[src/rtl/srs_pkg.sv]
// srs_pkg: shared types and constants for the signed radix sorter
// item and result payload structs, cell control struct, controller states
// depends on nothing
`timescale 1ns / 1ps
package srs_pkg;

  // fixed field width of the value on both channels
  localparam int FIELD_W = 64;

  // default batch capacity and stored value width
  localparam int DEF_MAX_ITEMS   = 64;
  localparam int DEF_VALUE_WIDTH = 64;

  // one input item
  typedef struct packed {
    logic signed [FIELD_W-1:0] value;
    logic                      last;
  } srs_in_t;

  // one result item
  typedef struct packed {
    logic signed [FIELD_W-1:0] value_res;
    logic                      last_res;
    logic                      dropped;
  } srs_out_t;

  // what the row of cells does this cycle
  typedef struct packed {
    logic ins;    // insert the broadcast value in order
    logic drain;  // shift every cell one place toward the head
  } srs_ctl_t;

  // controller states
  typedef enum logic {
    ST_LOAD,
    ST_DRAIN
  } srs_state_t;

endpackage

[src/rtl/srs_cell.sv]
// srs_cell: one slot of the sorting row
// holds one value in ascending order, takes from its left or right neighbor
// depends on srs_pkg
`timescale 1ns / 1ps
module srs_cell #(
  parameter int VALUE_WIDTH = srs_pkg::DEF_VALUE_WIDTH
) (
  input  logic                          clk,
  input  logic                          rst,
  input  srs_pkg::srs_ctl_t             ctl,
  input  logic signed [VALUE_WIDTH-1:0] ins_value,
  input  logic                          prev_take,
  input  logic signed [VALUE_WIDTH-1:0] prev_value,
  input  logic                          prev_valid,
  input  logic signed [VALUE_WIDTH-1:0] next_value,
  input  logic                          next_valid,
  output logic                          take,
  output logic signed [VALUE_WIDTH-1:0] value,
  output logic                          valid
);
  import srs_pkg::*;

  // new value goes at or before this slot
  assign take = !valid || (ins_value < value);

  // occupancy
  always_ff @(posedge clk) begin
    if (rst) begin
      valid <= 1'b0;
    end else if (ctl.drain) begin
      valid <= next_valid;
    end else if (ctl.ins && take) begin
      valid <= prev_take ? prev_valid : 1'b1;
    end
  end

  // stored value
  always_ff @(posedge clk) begin
    if (ctl.drain) begin
      value <= next_value;
    end else if (ctl.ins && take) begin
      value <= prev_take ? prev_value : ins_value;
    end
  end

endmodule

[config.mk]
export PLATFORM = sky130hd
export DESIGN_NAME = srs_cell
export DESIGN_NICKNAME = d
export VERILOG_FILES = /design/src/rtl/srs_pkg.sv /design/src/rtl/srs_cell.sv
export SDC_FILE = /design/constraint.sdc
export NUM_CORES = 1
export LEC_CHECK = 0
export BUFFER_PORTS_ARGS = -buffer_cell sky130_fd_sc_hd__buf_2
export CAP_MARGIN = 10
export CORE_ASPECT_RATIO = 1.2
export CORE_MARGIN = 5
export CORE_UTILIZATION = 50
export DETAILED_ROUTE_END_ITERATION = 8
export PLACE_DENSITY_LB_ADDON = 0.15
export REMOVE_ABC_BUFFERS = 1
export SKIP_CTS_REPAIR_TIMING = 1
export SYNTH_ARGS = -nofsm -noshare
export SYNTH_HDL_FRONTEND = slang
export SYNTH_SLANG_ARGS = --single-unit
[constraint.sdc]
create_clock -name clk -period 11.27 [get_ports clk]
set_input_delay 1.127 -clock clk [delete_from_list [all_inputs] [get_ports clk]]
set_output_delay 1.127 -clock clk [all_outputs]
set_load 0.05 [all_outputs]
==> flow_summary_export.csv, run 1 <==
group,metric,value,unit
global_routing,antenna_found_initial,0,
critical_path,critPathLaunchType,"input port",
synth,postSynthCellCount,528,
timing,period_share,41.3,%
final_layout,final_cell_mix,"buf_2 (262), nand2_1 (85), o21ai_0 (67)",
global_routing,grt_max_degree,72,
critical_path,critical_path.top_delay_family,"simple AND/OR/NAND/NOR gates",
placed_design,placedCellCount,899,
synth,yosysWarnings,0,
timing,hold_viol,0,
synth,ys_ff_latch,65,
critical_path,critPathMaxFanout,10,
timing,period_needed,4.65,ns
timing,max-slew-margin-rel,56.4,%
detailed_routing,wirelength,14200,um
critical_path,crit_arrival,3.53,ns
power,power_density,133,nW/um^2
power,power,0.000892,W
timing,tns,0,ns
die,dieArea,12300,um^2
cts,htree_num_levels,3,
detailed_routing,viasPerCell,5.17,
synth,synth_area_leaders,"edfxtp_1 (38%), ha_1 (16%), mux2i_1 (13%), o21ai_0 (6.6%), nand2_1 (6.3%)",
synth,synthFlopType,"edfxtp_1",
critical_path,endpoint_kind,"output pin",
synth,synthesis.area,5080,um^2
critical_path,critical_path_buf_inv_count,2,
final_layout,drive_above_1_share,37.7,%
final_layout,multiInputGateArea,2790,um^2
run,max_cap_violations,0,
final_layout,seqCellArea,1940,um^2
cts,max-clock-path-buffers,2,
cts,clock_latency,0.33,ns
cts,root_buffer,"clkbuf_16",
die,start_util,51.0,%
global_routing,first_global_vias,4823,
worst_hold_path,hp-class,"register to register",
die,rows,40,
placed_design,port_buffers,264,
timing,fmax,0.215,GHz
detailed_routing,wl_per_cell,15.5,um
placed_design,place_hpwl,11900,um
critical_path,worstPathCellList,"buf_2 -> ha_1 -> nand4_1 -> or4_4 -> or4_4 -> o31ai_4 -> a21o_4 -> nor4_1 -> o21ai_1 -> buf_2",
power,p_leak,3.53,nW
final_layout,fin_nets,1046,
detailed_routing,drtIter0Drc,146,
global_routing,grt_pass1_wl,22000,um
synth,ys_async_sr_fraction,0,%
final_layout,num-fill-cells,839,
run_status,status,"complete, no violations",
cts,clkSinkCount,65,
critical_path,cpPeakStageDelay,0.46,ns
detailed_routing,first_pass_iters,4,
final_layout,num_antenna_cells,0,
final_layout,finalNonFillerCells,913,
timing,setup_viol,0,
cts,cts_tree,"done",
die,die_y,120,um
critical_path,crit_slowest_cell,"or4_4",
critical_path,worstSetupPathType,"input port to output pin",
global_routing,grt_overflow,0,
timing,final-max-slew-violation-count,0,
detailed_routing,via_count,4720,
cts,cts-buffers-inserted,9,
synth,synth_largest_area_cell,"edfxtp_1",
detailed_routing,final_antenna_net_count,0,
synth,yosysTopAreaCellShare,37.9,%
timing,rsz0062_at_grt,"false",
synth,seq_area_frac_synth,38.3,%
cts,clk_pin_slew_worst_paths,0.05,ns
synth,synthDistinctLibCells,45,
detailed_routing,drc_errors,0,
critical_path,cp.required,10.14,ns
final_layout,final_common_cell,"buf_2",
final_layout,syn2layout_area_growth,32.7,%
die,die_x,102,um
power,ir_drop,0.0756,mV
synth,synth_edf_count,64,
placed_design,gp_congestion,0.864,
die,ioPinCount,265,
timing,finClkSkew,0.00832,ns
timing,tightest_slew,0.649,ns
synth,synth.avg_cell_area,9.61,um^2
die,core_area,9960,um^2
global_routing,grt_usage,22.7,%
worst min-delay path, delay by kind of cell, from the launching register on:
kind	cells	cell delay [ns]
flops	1	0.36
simple gates	2	0.32
through the flow:
| step | hold slack [ns] | cell area, um^2 | util (%) | setup WS, ns |
|---|---|---|---|---|
| final | 0.728 | 6730 | 67.6 | 6.62 |
| after global routing | 0.823 | 6730 | 67.6 | 6.43 |
| after CTS | 0.735 | 6730 | 67.6 | 6.58 |
| after detailed placement | 0.721 | 6490 | 65.2 | 6.59 |
| after global placement | 0.693 | 6490 | 65.2 | 6.65 |
| after floorplan | 0.887 | 4970 | - | 5.26 |
final timing paths:
| kind | startpoint | to | slack, ns | depth (start not counted) |
|---|---|---|---|---|
| max | ins_value[63] | take | 6.62 | 10 |
| max reg2reg | value[63] | value[42] | 7.84 | 10 |
| min reg2reg | valid | valid | 0.73 | 2 |
| min | valid | valid | 0.73 | 2 |
metal layers:
layer  track usage, %  routed length, um
met5                0                  0
met4             5.82                241
met3             5.83               1110
met2             43.4               7620
met1             24.0               5190
power breakdown:
group / total (W) / internal, W / switching, W
clock network: 0.000241 / 0.000145 / 0.0000958
logic: 0.000332 / 0.000109 / 0.000223
registers: 0.000319 / 0.000305 / 0.0000148
total: 0.000892 / 0.000558 / 0.000334
cells by family (layout without fill, tap and decap cells):
group | Yosys count | count (layout) | share of synthesized area [%]
fa+ha+maj | 63 | 63 | 15.5
mux | 64 | 64 | 12.6
buf+inv | 89 | 348 | 7.00
simple gates | 126 | 126 | 12.5
flops | 65 | 65 | 38.3
compound gates | 121 | 121 | 14.0
cell type report:
class | count | share of cell area, %
clock inverters | 2 | 0.111
multi-input cells | 374 | 41.4
repair buffers | 268 | 20.1
flip-flops and latches | 65 | 28.8
clock buffers | 12 | 3.51
inverters | 66 | 3.68
well taps | 126 | 2.34
cell usage after synthesis (3+ instances only):
cell type	instances
nand2_1	85
o21ai_0	67
clkbuf_1	19
o21a_1	3
nand4_1	7
nand3_1	5
o21ai_1	3
nand4_2	3
ha_1	63
nor2_1	4
mux2i_1	64
o211ai_1	3
inv_1	66
a221oi_1	3
a21oi_1	26
a21o_1	5
edfxtp_1	64
nor4_1	5
sequential cells by signal (all words and copies together) (netlist names):
name / flops
valid: 1
value: 64
(Power assumes the default switching activity.)
==> inputs of run 2 (changes only) <==
- ABC_AREA: unset -> 1
- CORE_UTILIZATION: 50 -> 41
- clock period: 11.27 -> 3.74 ns (I/O delays scaled with it)
==> flow_summary_export.csv, run 2 <==
group,metric,value,unit
final_layout,final_common_cell,"buf_2",
die,start_util,42.0,%
timing,fmax,0.355,GHz
timing,finClkSkew,0.00847,ns
detailed_routing,wirelength,15100,um
timing,final-max-slew-violation-count,0,
power,netSwitchingPower,0.000933,W
final_layout,largest_reg_flops,64,
detailed_routing,first_pass_iters,5,
final_layout,syn2layout_area_growth,35.4,%
global_routing,antenna_found_initial,0,
placed_design,place_worst_setup_slack,0.776,ns
timing,rsz0062_at_grt,"false",
synth,ys_ff_latch,65,
synth,synth_edf_count,64,
worst_hold_path,holdPathStages,4,
synth,postSynthCellCount,627,
die,core_area,11600,um^2
worst_hold_path,hold_start,"rst",
critical_path,endpoint_kind,"register",
timing,tns,0,ns
die,dieArea,14200,um^2
run_status,status,"complete, no violations",
detailed_routing,via_count,5160,
synth,synthFlopType,"edfxtp_1",
synth,synth_largest_area_cell,"edfxtp_1",
critical_path,ff2ff_setup_slack,0.92,ns
timing,fin_ws,0.922,ns
power,power_density,386,nW/um^2
power,clockPowerShare,29.0,%
cts,cts_tree,"done",
synth,synthDistinctLibCells,24,
power,p_int,0.00162,W
timing,tightest_slew,1.12,ns
critical_path,critPathMaxFanout,26,
synth,synth_commonest_cells,"a21oi_1 (159), nand2_1 (117), nor2_1 (85), inv_1 (72), edfxtp_1 (64)",
power,p_seq_share,36.8,%
final_layout,final_cell_mix,"buf_2 (264), a21oi_1 (159), nand2_1 (117)",
synth,synthesis.area,4880,um^2
critical_path,cpPeakStageDelay,0.42,ns
synth,synth.avg_cell_area,7.79,um^2
critical_path,r2r-end,"value[6]",
final_layout,top_register,"value",
detailed_routing,final_antenna_net_count,0,
die,die_y,130,um
power,p_leak,3.49,nW
cts,cts-buffers-inserted,9,
critical_path,r2r_cells,13,
detailed_routing,drc_errors,0,
global_routing,grt_max_degree,68,
timing,period_needed,2.82,ns
timing,setup_viol,0,
die,die_x,110,um
cts,root_buffer,"clkbuf_16",
final_layout,postLayoutCoreUtil,56.9,%
critical_path,critPathLaunchType,"register",
worst_hold_path,hp-class,"input port to register",
cts,clock_latency,0.33,ns
final_layout,num_antenna_cells,0,
global_routing,grt_usage,20.8,%
final_layout,fin_nets,1140,
power,pwr-share-comb,34.2,%
cts,htree_num_levels,3,
timing,max-slew-margin-rel,25.6,%
detailed_routing,viasPerCell,4.96,
critical_path,worstPathCellList,"inv_1 -> ha_1 -> nand2_2 -> nor3_2 -> and3_1 -> and3_1 -> nand2_1 -> nand2_1 -> nand2_1 -> nand3_2 -> nand2_2 -> nand2_2 -> buf_12",
worst_hold_path,min_to,"valid",
critical_path,crit_arrival,2.84,ns
power,sw_frac_of_total,36.5,%
synth,ys_async_sr_fraction,0,%
cts,clk_pin_slew_worst_paths,0.05,ns
detailed_routing,wl_per_cell,14.5,um
critical_path,reg2reg_from,"value[63]",
final_layout,drive_above_1_share,33.3,%
placed_design,gp_congestion,0.856,
run,max_cap_violations,0,
timing,period_share,75.3,%
synth,synth_most_common_cell,"a21oi_1",
placed_design,place_hpwl,11900,um
die,rows,43,
power,ir_drop,0.214,mV
synth,yosysWarnings,0,
synth,seq_area_frac_synth,39.8,%
cts,clkSinkCount,65,
global_routing,first_global_vias,5140,
critical_path,crit_slowest_cell,"nand2_2",
cts,max-clock-path-buffers,2,
die,ioPinCount,265,
global_routing,grt_overflow,0,
final_layout,top_regs,"value: 64 flops, valid: 1 flops",
synth,synth_area_leaders,"edfxtp_1 (39%), a21oi_1 (16%), ha_1 (16%), nand2_1 (9.0%), nor2_1 (6.5%)",
placed_design,port_buffers,264,
critical_path,worstSetupPathType,"register to register",
detailed_routing,drtIter0Drc,257,
synth,yosysTopAreaCellShare,39.4,%
global_routing,grt_pass1_wl,23200,um
timing,hold_viol,0,
critical_path,cp.required,3.76,ns
==> run 2: how the worst max path moves through the flow <==
stage / startpoint / endpoint / slack (ns) / depth (start not counted)
finish: value[63] / value[6] / 0.92 / 13
global route: value[63] / value[25] / 0.66 / 12
detailed placement: ins_value[63] / value[6] / 0.78 / 13
CTS: value[63] / value[6] / 0.86 / 13
floorplan: value[63] / value[0] / 0.45 / 11
global placement: ins_value[63] / value[6] / 0.84 / 13
==> run 2: layout make-up <==
cell class	instances	area, um^2
well taps	157	196
inverters	76	285
fillers	1168	5010
flip-flops and latches	65	1940
repair buffers	269	1380
clock buffers	10	229
clock inverters	6	35.0
multi-input cells	457	2540
==> run 2: power by group through the flow <==
stage | clock, W | combinational (W) | sequential [W]
6_report | 0.000741 | 0.000872 | 0.000939
5_1_grt | 0.000797 | 0.000964 | 0.000948
4_1_cts | 0.000758 | 0.000882 | 0.000939
3_5_place_dp | 0 | 0.000879 | 0.000954
3_3_place_gp | 0 | 0.000860 | 0.000950
2_1_floorplan | 0 | 0.000307 | 0.00121
==> run 2: layer usage <==
metal | global-route usage, % | up-vias | part of all wire (%)
li1 | - | 2618 | -
met1 | 23.0 | 2312 | 38
met2 | 38.7 | 208 | 51
met3 | 4.58 | 22 | 9.7
met4 | 7.04 | 0 | 1.7
met5 | 0 | - | 0
==> run 2: cell families after synthesis <==
kind of cell,Yosys count,share of synthesized area (%)
buffers and inverters,105,8.23
DFF,65,39.8
AOI/OAI and AO/OA,171,17.7
and+or+nand+nor,223,18.1
adders and majority gates,63,16.1
==> run 2: per-stage QoR <==
step	cell area [um^2]	hold slack (ns)	cells	power, W
final	6610	0.304	1040	0.00255
after global routing	6610	0.329	1040	0.00271
after CTS	6610	0.290	1040	0.00258
after detailed placement	6350	0.623	1024	0.00183
after global placement	6350	0.607	1024	0.00181
after floorplan	4770	0.538	598	0.00151
==> run 2: critical path, delay by kind of cell, from the launching register on <==
kind,cells,cell delay [ns]
and+or+nand+nor,10,1.46
adders and majority gates,1,0.36
buffers and inverters,2,0.32
DFF,1,0.37
